**src/rtl/wsd_pkg.sv**
```systemverilog
`timescale 1ns / 1ps

package wsd_pkg;

  typedef enum logic [2:0] {
    PH_HDR0    = 3'd0,
    PH_HDR1    = 3'd1,
    PH_EXT16   = 3'd2,
    PH_EXT64   = 3'd3,
    PH_KEY     = 3'd4,
    PH_PAYLOAD = 3'd5
  } phase_e;

  // result kinds
  localparam logic [2:0] KIND_DATA      = 3'd0;
  localparam logic [2:0] KIND_PING      = 3'd1;
  localparam logic [2:0] KIND_EMPTY_END = 3'd2;
  localparam logic [2:0] KIND_CLOSE     = 3'd3;
  localparam logic [2:0] KIND_ERROR     = 3'd4;

  // frame opcodes
  localparam logic [3:0] OP_CONT   = 4'h0;
  localparam logic [3:0] OP_TEXT   = 4'h1;
  localparam logic [3:0] OP_BINARY = 4'h2;
  localparam logic [3:0] OP_CLOSE  = 4'h8;
  localparam logic [3:0] OP_PING   = 4'h9;
  localparam logic [3:0] OP_PONG   = 4'ha;

  // short length codes that announce an extended length
  localparam logic [6:0] LEN_EXT16 = 7'd126;
  localparam logic [6:0] LEN_EXT64 = 7'd127;

  typedef struct packed {
    logic [2:0] kind;
    logic [7:0] payload_byte;
    logic [1:0] message_type;
    logic       last;
  } result_t;

endpackage

```
**src/rtl/wsd_in_if.sv**
```systemverilog
`timescale 1ns / 1ps

interface wsd_in_if;
  logic       valid;
  logic       ready;
  logic [7:0] rx_byte;

  modport source (output valid, output rx_byte, input ready);
  modport sink (input valid, input rx_byte, output ready);
endinterface

```
**src/rtl/wsd_out_if.sv**
```systemverilog
`timescale 1ns / 1ps

interface wsd_out_if;
  logic       valid;
  logic       ready;
  logic [2:0] kind;
  logic [7:0] payload_byte;
  logic [1:0] message_type;
  logic       last;

  modport source (output valid, output kind, output payload_byte, output message_type,
                  output last, input ready);
  modport sink (input valid, input kind, input payload_byte, input message_type,
                input last, output ready);
endinterface

```
**src/rtl/wsd_parser.sv**
```systemverilog
`timescale 1ns / 1ps

module wsd_parser (
  input  logic             clk_i,
  input  logic             rst_ni,
  input  logic             step_i,
  input  logic [7:0]       rx_byte_i,
  output logic             res_valid_o,
  output wsd_pkg::result_t res_o
);
  import wsd_pkg::*;

  phase_e      phase_q, phase_d;
  logic [3:0]  cnt_q, cnt_d;
  logic        final_q, final_d;
  logic [3:0]  opcode_q, opcode_d;
  logic        masked_q, masked_d;
  logic [63:0] rem_q, rem_d;
  logic [31:0] key_q, key_d;
  logic [1:0]  key_pos_q, key_pos_d;
  logic [1:0]  msg_q, msg_d;
  logic        stopped_q, stopped_d;

  logic        go;
  logic [63:0] len_shift;
  logic [63:0] len_final;
  logic [63:0] rem_dec;
  logic        len_done;
  logic        len_err;
  logic        hdr_done;
  logic        masked_now;
  logic        op_data;
  logic        op_close;
  logic        op_rsv;
  logic        op_msg;
  logic        len_zero;
  logic        pay_step;
  logic        pay_end;
  logic [7:0]  key_byte;
  logic [7:0]  unmasked;

  // decode of the current byte against the header state
  always_comb begin
    go         = step_i && !stopped_q;
    len_shift  = {rem_q[55:0], rx_byte_i};
    masked_now = (phase_q == PH_HDR1) ? rx_byte_i[7] : masked_q;
    len_done   = 1'b0;
    len_err    = 1'b0;
    len_final  = rem_q;
    if (go) begin
      if (phase_q == PH_HDR1 && rx_byte_i[6:0] != LEN_EXT16 &&
          rx_byte_i[6:0] != LEN_EXT64) begin
        len_done  = 1'b1;
        len_final = {57'd0, rx_byte_i[6:0]};
      end else if (phase_q == PH_EXT16 && cnt_q == 4'd1) begin
        len_done  = 1'b1;
        len_final = len_shift;
      end else if (phase_q == PH_EXT64 && cnt_q == 4'd7) begin
        len_done  = !len_shift[63];
        len_err   = len_shift[63];
        len_final = len_shift;
      end
    end
    hdr_done = (len_done && !masked_now) || (go && phase_q == PH_KEY && cnt_q == 4'd3);
    len_zero = (len_final == 64'd0);
    op_data  = (opcode_q <= OP_BINARY);
    op_close = (opcode_q == OP_CLOSE);
    op_rsv   = !op_data && !op_close && opcode_q != OP_PING && opcode_q != OP_PONG;
    op_msg   = (opcode_q == OP_TEXT) || (opcode_q == OP_BINARY);
    pay_step = go && phase_q == PH_PAYLOAD;
    rem_dec  = (rem_q != 64'd0) ? rem_q - 64'd1 : rem_q;
    pay_end  = (rem_dec == 64'd0);
    case (key_pos_q)
      2'd0:    key_byte = key_q[31:24];
      2'd1:    key_byte = key_q[23:16];
      2'd2:    key_byte = key_q[15:8];
      default: key_byte = key_q[7:0];
    endcase
    unmasked = rx_byte_i ^ key_byte;
  end

  // next state
  always_comb begin
    phase_d   = phase_q;
    cnt_d     = cnt_q;
    final_d   = final_q;
    opcode_d  = opcode_q;
    masked_d  = masked_q;
    rem_d     = rem_q;
    key_d     = key_q;
    key_pos_d = key_pos_q;
    msg_d     = msg_q;
    stopped_d = stopped_q;
    if (go) begin
      unique case (phase_q)
        PH_HDR0: begin
          final_d  = rx_byte_i[7];
          opcode_d = rx_byte_i[3:0];
          phase_d  = PH_HDR1;
        end
        PH_HDR1: begin
          masked_d = rx_byte_i[7];
          key_d    = 32'd0;
          cnt_d    = 4'd0;
          rem_d    = len_final;
          if (rx_byte_i[6:0] == LEN_EXT16) begin
            rem_d   = 64'd0;
            phase_d = PH_EXT16;
          end else if (rx_byte_i[6:0] == LEN_EXT64) begin
            rem_d   = 64'd0;
            phase_d = PH_EXT64;
          end
        end
        PH_EXT16, PH_EXT64: begin
          rem_d = len_shift;
          cnt_d = cnt_q + 4'd1;
          if (len_err) begin
            stopped_d = 1'b1;
          end
        end
        PH_KEY: begin
          key_d = {key_q[23:0], rx_byte_i};
          cnt_d = cnt_q + 4'd1;
        end
        PH_PAYLOAD: begin
          key_pos_d = key_pos_q + 2'd1;
          rem_d     = rem_dec;
          if (pay_end) begin
            phase_d = PH_HDR0;
            if (op_data && final_q) begin
              msg_d = 2'd0;
            end
          end
        end
        default: phase_d = PH_HDR0;
      endcase
    end
    if (len_done) begin
      cnt_d = 4'd0;
      if (masked_now) begin
        phase_d = PH_KEY;
      end
    end
    if (hdr_done) begin
      if (op_close || op_rsv) begin
        stopped_d = 1'b1;
      end else begin
        if (op_msg) begin
          msg_d = opcode_q[1:0];
        end
        key_pos_d = 2'd0;
        if (len_zero) begin
          phase_d = PH_HDR0;
          if (op_data && final_q) begin
            msg_d = 2'd0;
          end
        end else begin
          phase_d = PH_PAYLOAD;
        end
      end
    end
  end

  // result of the current byte
  always_comb begin
    res_valid_o        = 1'b0;
    res_o.kind         = KIND_DATA;
    res_o.payload_byte = 8'd0;
    res_o.message_type = msg_q;
    res_o.last         = 1'b0;
    if (len_err) begin
      res_valid_o = 1'b1;
      res_o.kind  = KIND_ERROR;
    end else if (hdr_done) begin
      if (op_close) begin
        res_valid_o = 1'b1;
        res_o.kind  = KIND_CLOSE;
      end else if (op_rsv) begin
        res_valid_o = 1'b1;
        res_o.kind  = KIND_ERROR;
      end else if (len_zero && op_data && final_q) begin
        res_valid_o = 1'b1;
        res_o.kind  = KIND_EMPTY_END;
        res_o.last  = 1'b1;
        if (op_msg) begin
          res_o.message_type = opcode_q[1:0];
        end
      end
    end else if (pay_step) begin
      if (op_data) begin
        res_valid_o        = 1'b1;
        res_o.kind         = KIND_DATA;
        res_o.payload_byte = unmasked;
        res_o.last         = pay_end && final_q;
      end else if (opcode_q == OP_PING) begin
        res_valid_o        = 1'b1;
        res_o.kind         = KIND_PING;
        res_o.payload_byte = unmasked;
        res_o.last         = pay_end;
      end
    end
  end

  always_ff @(posedge clk_i or negedge rst_ni) begin
    if (!rst_ni) begin
      phase_q   <= PH_HDR0;
      cnt_q     <= 4'd0;
      final_q   <= 1'b0;
      opcode_q  <= OP_CONT;
      masked_q  <= 1'b0;
      rem_q     <= 64'd0;
      key_q     <= 32'd0;
      key_pos_q <= 2'd0;
      msg_q     <= 2'd0;
      stopped_q <= 1'b0;
    end else begin
      phase_q   <= phase_d;
      cnt_q     <= cnt_d;
      final_q   <= final_d;
      opcode_q  <= opcode_d;
      masked_q  <= masked_d;
      rem_q     <= rem_d;
      key_q     <= key_d;
      key_pos_q <= key_pos_d;
      msg_q     <= msg_d;
      stopped_q <= stopped_d;
    end
  end

  a_stop_sticky: assert property (@(posedge clk_i) disable iff (!rst_ni)
    stopped_q |=> stopped_q)
    else $error("stop flag cleared without reset");

  a_stop_on_fatal: assert property (@(posedge clk_i) disable iff (!rst_ni)
    res_valid_o && (res_o.kind == KIND_CLOSE || res_o.kind == KIND_ERROR) |=> stopped_q)
    else $error("close or error reported without stopping");

  a_payload_len: assert property (@(posedge clk_i) disable iff (!rst_ni)
    phase_q == PH_PAYLOAD |-> rem_q != 64'd0)
    else $error("payload phase with no bytes left");

  a_no_result_stopped: assert property (@(posedge clk_i) disable iff (!rst_ni)
    stopped_q |-> !res_valid_o)
    else $error("result produced while stopped");

  a_msg_type: assert property (@(posedge clk_i) disable iff (!rst_ni)
    res_valid_o |-> res_o.message_type != 2'd3)
    else $error("invalid message type");

endmodule

```
**src/rtl/wsd_out_reg.sv**
```systemverilog
`timescale 1ns / 1ps

module wsd_out_reg (
  input  logic             clk_i,
  input  logic             rst_ni,
  input  logic             res_valid_i,
  input  wsd_pkg::result_t res_i,
  input  logic             step_i,
  output logic             space_o,
  output logic             valid_o,
  input  logic             ready_i,
  output wsd_pkg::result_t res_o
);
  import wsd_pkg::*;

  logic    valid_q, valid_d;
  result_t res_q;

  // a held result may leave in the same cycle a new request comes in
  assign space_o = !valid_q || ready_i;

  always_comb begin
    valid_d = valid_q;
    if (ready_i) begin
      valid_d = 1'b0;
    end
    if (step_i && res_valid_i) begin
      valid_d = 1'b1;
    end
  end

  always_ff @(posedge clk_i or negedge rst_ni) begin
    if (!rst_ni) begin
      valid_q <= 1'b0;
    end else begin
      valid_q <= valid_d;
    end
  end

  always_ff @(posedge clk_i) begin
    if (step_i && res_valid_i) begin
      res_q <= res_i;
    end
  end

  assign valid_o = valid_q;
  assign res_o   = res_q;

endmodule

```
**src/rtl/websocket_frame_deframer.sv**
```systemverilog
`timescale 1ns / 1ps
// a result is registered and appears on tx_o in the cycle after the byte that causes it is taken
// throughput: one byte per cycle when not stalled, set by the single header/payload state update
// rx_i stalls only while a result waits in the output register and tx_o is not ready
// reset clears the frame state, the running/stopped flag and the output valid
// after a close or protocol error every byte is taken and dropped until reset

module websocket_frame_deframer (
  input logic        clk_i,
  input logic        rst_ni,
  wsd_in_if.sink     rx_i,
  wsd_out_if.source  tx_o
);
  import wsd_pkg::*;

  logic    step;
  logic    space;
  logic    res_valid;
  result_t res;
  result_t res_out;

  assign rx_i.ready = space;
  assign step       = rx_i.valid && space;

  wsd_parser u_parser (
    .clk_i       (clk_i),
    .rst_ni      (rst_ni),
    .step_i      (step),
    .rx_byte_i   (rx_i.rx_byte),
    .res_valid_o (res_valid),
    .res_o       (res)
  );

  wsd_out_reg u_out_reg (
    .clk_i       (clk_i),
    .rst_ni      (rst_ni),
    .res_valid_i (res_valid),
    .res_i       (res),
    .step_i      (step),
    .space_o     (space),
    .valid_o     (tx_o.valid),
    .ready_i     (tx_o.ready),
    .res_o       (res_out)
  );

  assign tx_o.kind         = res_out.kind;
  assign tx_o.payload_byte = res_out.payload_byte;
  assign tx_o.message_type = res_out.message_type;
  assign tx_o.last         = res_out.last;

endmodule

```
**src/flat_wrapper.sv**
```systemverilog
// flat-port wrapper written by rule: the top's interface ports become plain ports
module websocket_frame_deframer_flat import wsd_pkg::*;
  (clk_i, rst_ni, rx_i_valid, rx_i_rx_byte, rx_i_ready, tx_o_valid, tx_o_kind, tx_o_payload_byte, tx_o_message_type, tx_o_last, tx_o_ready);
  wsd_in_if rx_i_i ();
  wsd_out_if tx_o_i ();
  input logic clk_i;
  input logic rst_ni;
  input wire logic [$bits(rx_i_i.valid)-1:0] rx_i_valid;
  input wire logic [$bits(rx_i_i.rx_byte)-1:0] rx_i_rx_byte;
  output wire logic [$bits(rx_i_i.ready)-1:0] rx_i_ready;
  output wire logic [$bits(tx_o_i.valid)-1:0] tx_o_valid;
  output wire logic [$bits(tx_o_i.kind)-1:0] tx_o_kind;
  output wire logic [$bits(tx_o_i.payload_byte)-1:0] tx_o_payload_byte;
  output wire logic [$bits(tx_o_i.message_type)-1:0] tx_o_message_type;
  output wire logic [$bits(tx_o_i.last)-1:0] tx_o_last;
  input wire logic [$bits(tx_o_i.ready)-1:0] tx_o_ready;
  assign rx_i_i.valid = rx_i_valid;
  assign rx_i_i.rx_byte = rx_i_rx_byte;
  assign rx_i_ready = rx_i_i.ready;
  assign tx_o_valid = tx_o_i.valid;
  assign tx_o_kind = tx_o_i.kind;
  assign tx_o_payload_byte = tx_o_i.payload_byte;
  assign tx_o_message_type = tx_o_i.message_type;
  assign tx_o_last = tx_o_i.last;
  assign tx_o_i.ready = tx_o_ready;
  websocket_frame_deframer u_core (.clk_i(clk_i), .rst_ni(rst_ni), .rx_i(rx_i_i), .tx_o(tx_o_i));
endmodule
```
**config.mk**
```make
export PLATFORM = sky130hd
export DESIGN_NAME = websocket_frame_deframer_flat
export DESIGN_NICKNAME = d
export VERILOG_FILES = /design/src/rtl/wsd_pkg.sv /design/src/rtl/wsd_in_if.sv /design/src/rtl/wsd_out_if.sv /design/src/rtl/wsd_parser.sv /design/src/rtl/wsd_out_reg.sv /design/src/rtl/websocket_frame_deframer.sv /design/src/flat_wrapper.sv
export SDC_FILE = /design/constraint.sdc
export NUM_CORES = 1
export LEC_CHECK = 0
export BUFFER_PORTS_ARGS = -buffer_cell sky130_fd_sc_hd__buf_4
export CORE_UTILIZATION = 63
export DETAILED_ROUTE_END_ITERATION = 8
export PLACE_DENSITY = 0.81
export RECOVER_POWER = 25
export SYNTH_ARGS = -nofsm -noshare
export SYNTH_HDL_FRONTEND = slang
export SYNTH_SLANG_ARGS = --single-unit
```
**constraint.sdc**
```tcl
create_clock -name clk_i -period 4.5 [get_ports clk_i]
set_input_delay 0 -clock clk_i [delete_from_list [all_inputs] [get_ports clk_i]]
set_output_delay 0 -clock clk_i [all_outputs]
set_load 0.01 [all_outputs]
```
==> flow_metrics.tcl, run 1 <==
set metrics [dict create \
    antenna_left 0 \
    drv_slew 57 \
    p_comb_share_pct 59.6 \
    yosysTopAreaCell "dfrtp_1" \
    skew_ns 0.0112 \
    regArea_sq_um 3300 \
    p_clk_share_pct 14.7 \
    timing.rr.start "u_core.u_parser.rem_q[15]$_DFFE_PN0P_" \
    insertion_delay_ns 0.44 \
    netlist_instances 1080 \
    avgSynthCellArea_sq_um 8.13 \
    crit_fanout 10 \
    numPortBuffers 27 \
    cts_buffer_depth 2 \
    r2r_setup_slack_ns 0.15 \
    grt_max_degree 61 \
    critPathRequiredTime_ns 4.82 \
    multi_input_area_sq_um 5010 \
    worstMarginPinSlew_ns 3.33 \
    yosys.area.top_type_share_pct 32.8 \
    dieArea_sq_um 14400 \
    cellLeakagePower_nw 4.02 \
    power.switching_w 0.00460 \
    crit_path_end_kind "flop" \
    rsz0062_at_grt "no" \
    grt_overflow_total 0 \
    grt_pass1_wl_um 47200 \
    cts_tree "done" \
    fillCellCount 1031 \
    synth_seq_cells 129 \
    rows 42 \
    critPathLaunchType "flop" \
    numCtsBuffers 17 \
    synth_area_leaders "dfrtp_1 33%, o21ai_0 6.8%, edfxtp_1 4.8%" \
    synth.distinct_cells 73 \
    die-width_um 120 \
    r2r_end "u_core.u_parser.msg_q[0]$_DFF_PN0_" \
    crit_type "flop to flop" \
    crit_path_end "u_core.u_parser.msg_q[0]$_DFF_PN0_" \
    outcome "finished, violations left" \
    power.density_nw_per_um2 910 \
    synthesis.nets 1100 \
    drtIter0Drc 1360 \
    setup_viol_count_final 0 \
    final.setup.tns_ns 0 \
    irDropWorstVdd_uv 610 \
    hold_path_class "primary input to flop" \
    p_sw_share_pct 51.4 \
    drive_above_1_share_pct 11.3 \
    fmax_mhz 230 \
    antenna_cells 0 \
    dr.pass1.iters 6 \
    internal_power_w 0.00435 \
    violations "capacitance limit, slew limit" \
    io-pin-count 28 \
    htreeDepth 4 \
    synth_edf_count 14 \
    die_y_um 120 \
    area_delta_synth_final_pct 11.9 \
    routed_wl_um 29600 \
    coreArea_sq_um 13400 \
    async_reset_ff_share_pct 89.1 \
    period_share_pct 96.8 \
    ys_top_cells_by_count "120 x o21ai_0, 115 x dfrtp_1, 105 x nor2_1, 82 x clkbuf_1, 81 x nand2_1" \
    max_slew_margin_pct -122 \
    maxCapViolations 1 \
    synth-main-ff-cell "dfrtp_1" \
    nets 1109 \
    clk_pin_slew_ns 0.06 \
    min_period_ns 4.35 \
    vias 9173 \
    stdcell_area_sq_um 9830 \
    dpl.hpwl_um 20200 \
    cp-startpoint "u_core.u_parser.rem_q[15]$_DFFE_PN0P_" \
    viasPerCell 7.18 \
    yosysSeqAreaShare_pct 37.5 \
    antenna_found_initial 0 \
    yosysMostFrequentCell "o21ai_0" \
    post_drt_wl_per_cell_um 23.2 \
    seqPwrFrac_pct 25.6 \
    cp.arrival_ns 4.68 \
    yosys_warnings 0 \
    drc 0 \
    clock-sinks 129 \
    grt_pass1_vias 8634 \
    cts-root-buf "clkbuf_16" \
    hold_violations 0 \
    grtUsageTotal_pct 42.6 \
    reg2reg_depth 11 \
    dpl_cell_area_sq_um 9210 \
    start_util_pct 65.5 \
    gp_congestion 1.09 \
    synthesis.area_sq_um 8780 \
]
==> per-layer routing <==
layer | up-vias | part of all wire [%] | track usage, %
met5 | - | 0 | 0
met4 | 0 | 4.6 | 21.3
met3 | 140 | 10 | 8.60
met2 | 666 | 46 | 67.4
met1 | 4307 | 39 | 55.3
li1 | 4060 | - | -
==> worst min path at each step <==
| stage | end | cells past startpoint | slack [ns] | start |
|---|---|---|---|---|
| 2_1_floorplan | u_core.u_out_reg.valid_o$_DFFE_PN0P_ | 0 | -0.30 | rst_ni |
| 3_3_place_gp | u_core.u_out_reg.valid_o$_DFFE_PN0P_ | 1 | 0.11 | rst_ni |
| 3_5_place_dp | u_core.u_out_reg.valid_o$_DFFE_PN0P_ | 1 | 0.13 | rst_ni |
| 4_1_cts | u_core.u_parser.key_pos_q[1]$_DFF_PN0_ | 4 | 0.15 | rx_i_valid |
| 5_1_grt | u_core.u_parser.cnt_q[2]$_DFFE_PN0P_ | 4 | 0.23 | rx_i_valid |
| 6_report | u_core.u_parser.key_pos_q[1]$_DFF_PN0_ | 4 | 0.16 | rx_i_valid |
==> area by class of cell <==
cell class | count | area share, %
timing repair buffer | 89 | 6.64
multi-input combinational | 826 | 51.0
inverter | 26 | 0.993
clock buffer | 20 | 4.44
sequential | 129 | 33.6
tap | 176 | 2.24
clock inverter | 12 | 1.12
==> power groups by stage <==
stage | Clock [W] | Combinational (W) | Sequential, W
after floorplan | 0 | 0.00366 | 0.00188
after global placement | 0 | 0.00509 | 0.00224
after detailed placement | 0 | 0.00511 | 0.00226
after CTS | 0.00132 | 0.00515 | 0.00225
after global routing | 0.00137 | 0.00573 | 0.00233
final | 0.00132 | 0.00534 | 0.00229
==> kinds of logic after synthesis <==
group	Yosys count	share of synthesized area (%)
DFF	129	37.5
muxes	8	1.01
buffers and inverters	125	5.66
and+or+nand+nor	445	27.5
adders and majority gates	8	1.14
AOI/OAI and AO/OA	322	22.8
xor gates and xnor gates	43	4.29
==> stage by stage <==
step | setup WS (ns) | hold slack [ns] | std cells | total power, W | utilization, %
2_1_floorplan | 0.790 | -0.296 | 1080 | 0.00554 | -
5_1_grt | 0.0677 | 0.234 | 1278 | 0.00942 | 73.4
6_report | 0.145 | 0.159 | 1278 | 0.00895 | 73.4
4_1_cts | 0.156 | 0.149 | 1275 | 0.00872 | 73.6
3_3_place_gp | 0.322 | 0.115 | 1233 | 0.00732 | 68.7
3_5_place_dp | 0.165 | 0.126 | 1233 | 0.00736 | 68.7
==> critical path, stage by stage, from the launching register on <==
cell	delay, ns
dfrtp_1	0.50
nor4_2	0.93
nand4_1	0.25
buf_4	0.22
or4_1	0.50
a2bb2oi_1	0.22
nand4_1	0.15
or4_1	0.54
nor4_1	0.42
a31oi_1	0.23
a31oi_1	0.22
nand2_1	0.06
==> sequential cells by signal, indices dropped and copies added (netlist names) <==
register / flops
u_core.u_parser.opcode_q: 4
u_core.u_out_reg.res_o: 14
u_core.u_parser.masked_q: 1
u_core.u_parser.rem_q: 64
u_core.u_parser.stopped_q: 1
u_core.u_parser.final_q: 1
u_core.u_parser.phase_q: 3
u_core.u_parser.cnt_q: 4
u_core.u_out_reg.valid_o: 1
u_core.u_parser.msg_q: 2
u_core.u_parser.key_q: 32
u_core.u_parser.key_pos_q: 2
==> what timing repair did <==
action | in CTS | in global routing
endpoints found under the setup margin | 0 | 3
buffers inserted | 0 | 3
hold buffers | 10 | 0
gates resized for setup | 0 | 0
endpoints found under the hold margin | 83 | 0
==> cells in the final DEF, fill, tap and decap left out, drive strengths merged, types with 4 or more instances in the layout <==
cell type	synthesis	final
a22o	32	32
xor2	9	9
nor3b	5	5
or4	16	16
clkbuf	83	34
nand4	32	32
xnor2	34	34
a21o	6	6
inv	26	29
and3	6	6
a22oi	16	16
nor4	55	55
nand4b	5	5
a211oi	4	4
a222oi	8	8
nand2b	11	11
dfrtp	115	115
a32oi	9	9
or3	17	17
nor3	51	51
nor2b	4	4
clkinv	0	6
nand3b	7	7
edfxtp	14	14
dlygate4sd3	0	10
o21ai	121	121
or2	6	6
mux2	7	7
ha	8	8
nand2	81	81
buf	16	65
nand3	26	26
o22ai	15	15
nor2	105	105
a21oi	73	73
a31oi	9	9
(Power assumes the default switching activity.)
==> inputs of run 2 (changes only) <==
==> constraint.sdc (replaced) <==
create_clock -name clk_i -period 4.5 [get_ports clk_i]
set_input_delay 0.225 -clock clk_i [delete_from_list [all_inputs] [get_ports clk_i]]
set_output_delay 0.225 -clock clk_i [all_outputs]
set_load 0.01 [all_outputs]
==> run 2 against run 1 <==
Effect of this change: the run still ends with capacitance limit, slew limit left; power down 0.82%; combinational power down 3%; register-to-register slack better by 0.16 ns; critical endpoint is now u_core.u_out_reg.res_o[0]$_SDFFCE_PP0P_; highest routed layer unchanged.
==> flow_metrics.tcl, run 2 (same netlist as run 1, synthesis figures left out) <==
set metrics [dict create \
    outcome "finished, violations left" \
    violations "capacitance limit, slew limit" \
    hold_violations 0 \
    critPathRequiredTime_ns 4.72 \
    top_layer "met4" \
    wl_met3_um 2720 \
    crit_cells 9 \
    cts_buffer_depth 2 \
    vias 9052 \
    crit_fanout 8 \
    antenna_found_initial 0 \
    power.density_nw_per_um2 916 \
    max_slew_margin_pct -27.4 \
    layout_setup_ws_ns 0.301 \
    maxCapViolations 1 \
    crit_chain "or4_1 -> or4_1 -> nor4_2 -> nand3_1 -> xor2_1 -> nand4_1 -> nor4b_1 -> a31oi_1 -> o32ai_1" \
    setup_viol_count_final 0 \
    coreArea_sq_um 13400 \
    final_cell_mix "120 x o21ai_0, 115 x dfrtp_1, 105 x nor2_1" \
    grt_pass1_vias 8484 \
    cts_tree "done" \
    grt_overflow_total 0 \
    holdPathStages 2 \
    dieArea_sq_um 14400 \
    dr.pass1.iters 6 \
    clock-sinks 129 \
    whs_ns 0.0941 \
    insertion_delay_ns 0.43 \
    cp.arrival_ns 4.42 \
    area_delta_synth_final_pct 10.3 \
    cp_common_cell "or4_1" \
    dpl.hpwl_um 20000 \
    cellLeakagePower_nw 3.94 \
    drv_slew 78 \
    drtIter0Drc 1366 \
    rsz0062_at_grt "no" \
    period_share_pct 93.3 \
    largest-register "u_core.u_parser.rem_q" \
    gp_congestion 1.08 \
    hold_path.startpoint "rx_i_rx_byte[1]" \
    crit_buf_inv 0 \
    htreeDepth 4 \
    min_period_ns 4.20 \
    grt_max_degree 78 \
    drc 0 \
    crit_type "flop to flop" \
    clk_pin_slew_ns 0.06 \
    viasPerCell 7.20 \
    cpPeakStageDelay_ns 0.79 \
    drive_above_1_share_pct 10.8 \
    layout_commonest_cell "o21ai_0" \
    post_drt_wl_per_cell_um 22.9 \
    die_y_um 120 \
    reg2reg_depth 9 \
    rows 42 \
    stdcell_area_sq_um 9690 \
    skew_ns 0.00934 \
    critPathLaunchType "flop" \
    numCtsBuffers 17 \
    antenna_cells 0 \
    io-pin-count 28 \
    cp_top_family "simple AND/OR/NAND/NOR gates" \
    irDropWorstVdd_uv 721 \
    die-width_um 120 \
    wl_met2_um 13400 \
    antenna_left 0 \
    timing.rr.start "u_core.u_parser.rem_q[15]$_DFFE_PN0P_" \
    power_w 0.00888 \
    fillCellCount 1076 \
    wl_met1_um 11300 \
    nets 1088 \
    worstMarginPinSlew_ns 1.91 \
    cp-startpoint "u_core.u_parser.rem_q[15]$_DFFE_PN0P_" \
    start_util_pct 65.5 \
    routed_wl_um 28800 \
    dp_slack_ns 0.231 \
    cts-root-buf "clkbuf_16" \
    crit_slowest_cell "or4_1" \
    crit_path_end_kind "flop" \
    largest_reg_flops 64 \
    grtUsageTotal_pct 41.2 \
    hold_path_class "primary input to flop" \
    grt_pass1_wl_um 45900 \
    dpl_cell_area_sq_um 9140 \
    final.setup.tns_ns 0 \
    fmax_mhz 238 \
    numPortBuffers 27 \
]
run 2: cell types whose count changed in the layout (fill, tap and decap cells not counted), sizes merged:
cell and change:
clkinv -1, bufinv -1, inv +3, dlygate4sd3 -9, clkinvlp -1, buf -14, clkbuf +2
run 2: final timing paths:
kind / end / slack (ns)
setup / recovery: u_core.u_out_reg.res_o[0]$_SDFFCE_PP0P_ / 0.30
hold / removal: u_core.u_parser.key_q[1]$_DFFE_PN0P_ / 0.09
setup reg to reg: u_core.u_out_reg.res_o[0]$_SDFFCE_PP0P_ / 0.30
hold reg to reg: u_core.u_parser.stopped_q$_DFF_PN0_ / 0.49
max in group asynchronous: u_core.u_parser.rem_q[30]$_DFFE_PN0P_ / 2.26
min in group asynchronous: u_core.u_out_reg.valid_o$_DFFE_PN0P_ / 0.85
run 2: area by class of cell:
cell class	instances	area (sq um)	area share, %
Clock inverter	12	93.8	0.969
Inverter	26	97.6	1.01
Timing Repair Buffer	68	479	4.95
Tap cell	176	220	2.27
Clock buffer	20	478	4.93
Sequential cell	129	3300	34.1
Multi-Input combinational cell	826	5020	51.8
run 2: power by group:
part           internal, W  switching, W
Combinational      0.00194       0.00325
Clock             0.000777      0.000574
Sequential         0.00160      0.000734
run 2: per-stage QoR:
step,utilization [%],cells
3_3_place_gp,68.2,1222
3_5_place_dp,68.2,1222
5_1_grt,72.3,1257
6_report,72.3,1257
2_1_floorplan,-,1080
4_1_cts,72.6,1255
run 2: layer usage:
layer / global-route usage [%] / vias up
met5: 0 / -
met4: 19.8 / 0
met3: 7.41 / 124
met2: 65.2 / 621
met1: 54.6 / 4290
li1: - / 4017
run 2: repair_timing:
| item | 4_1_cts | 5_1_grt |
|---|---|---|
| endpoints found under the hold margin | 8 | 0 |
| buffers inserted | 0 | 2 |
| hold buffers | 1 | 0 |
| gates resized for setup | 0 | 1 |
| endpoints found under the setup margin | 0 | 2 |
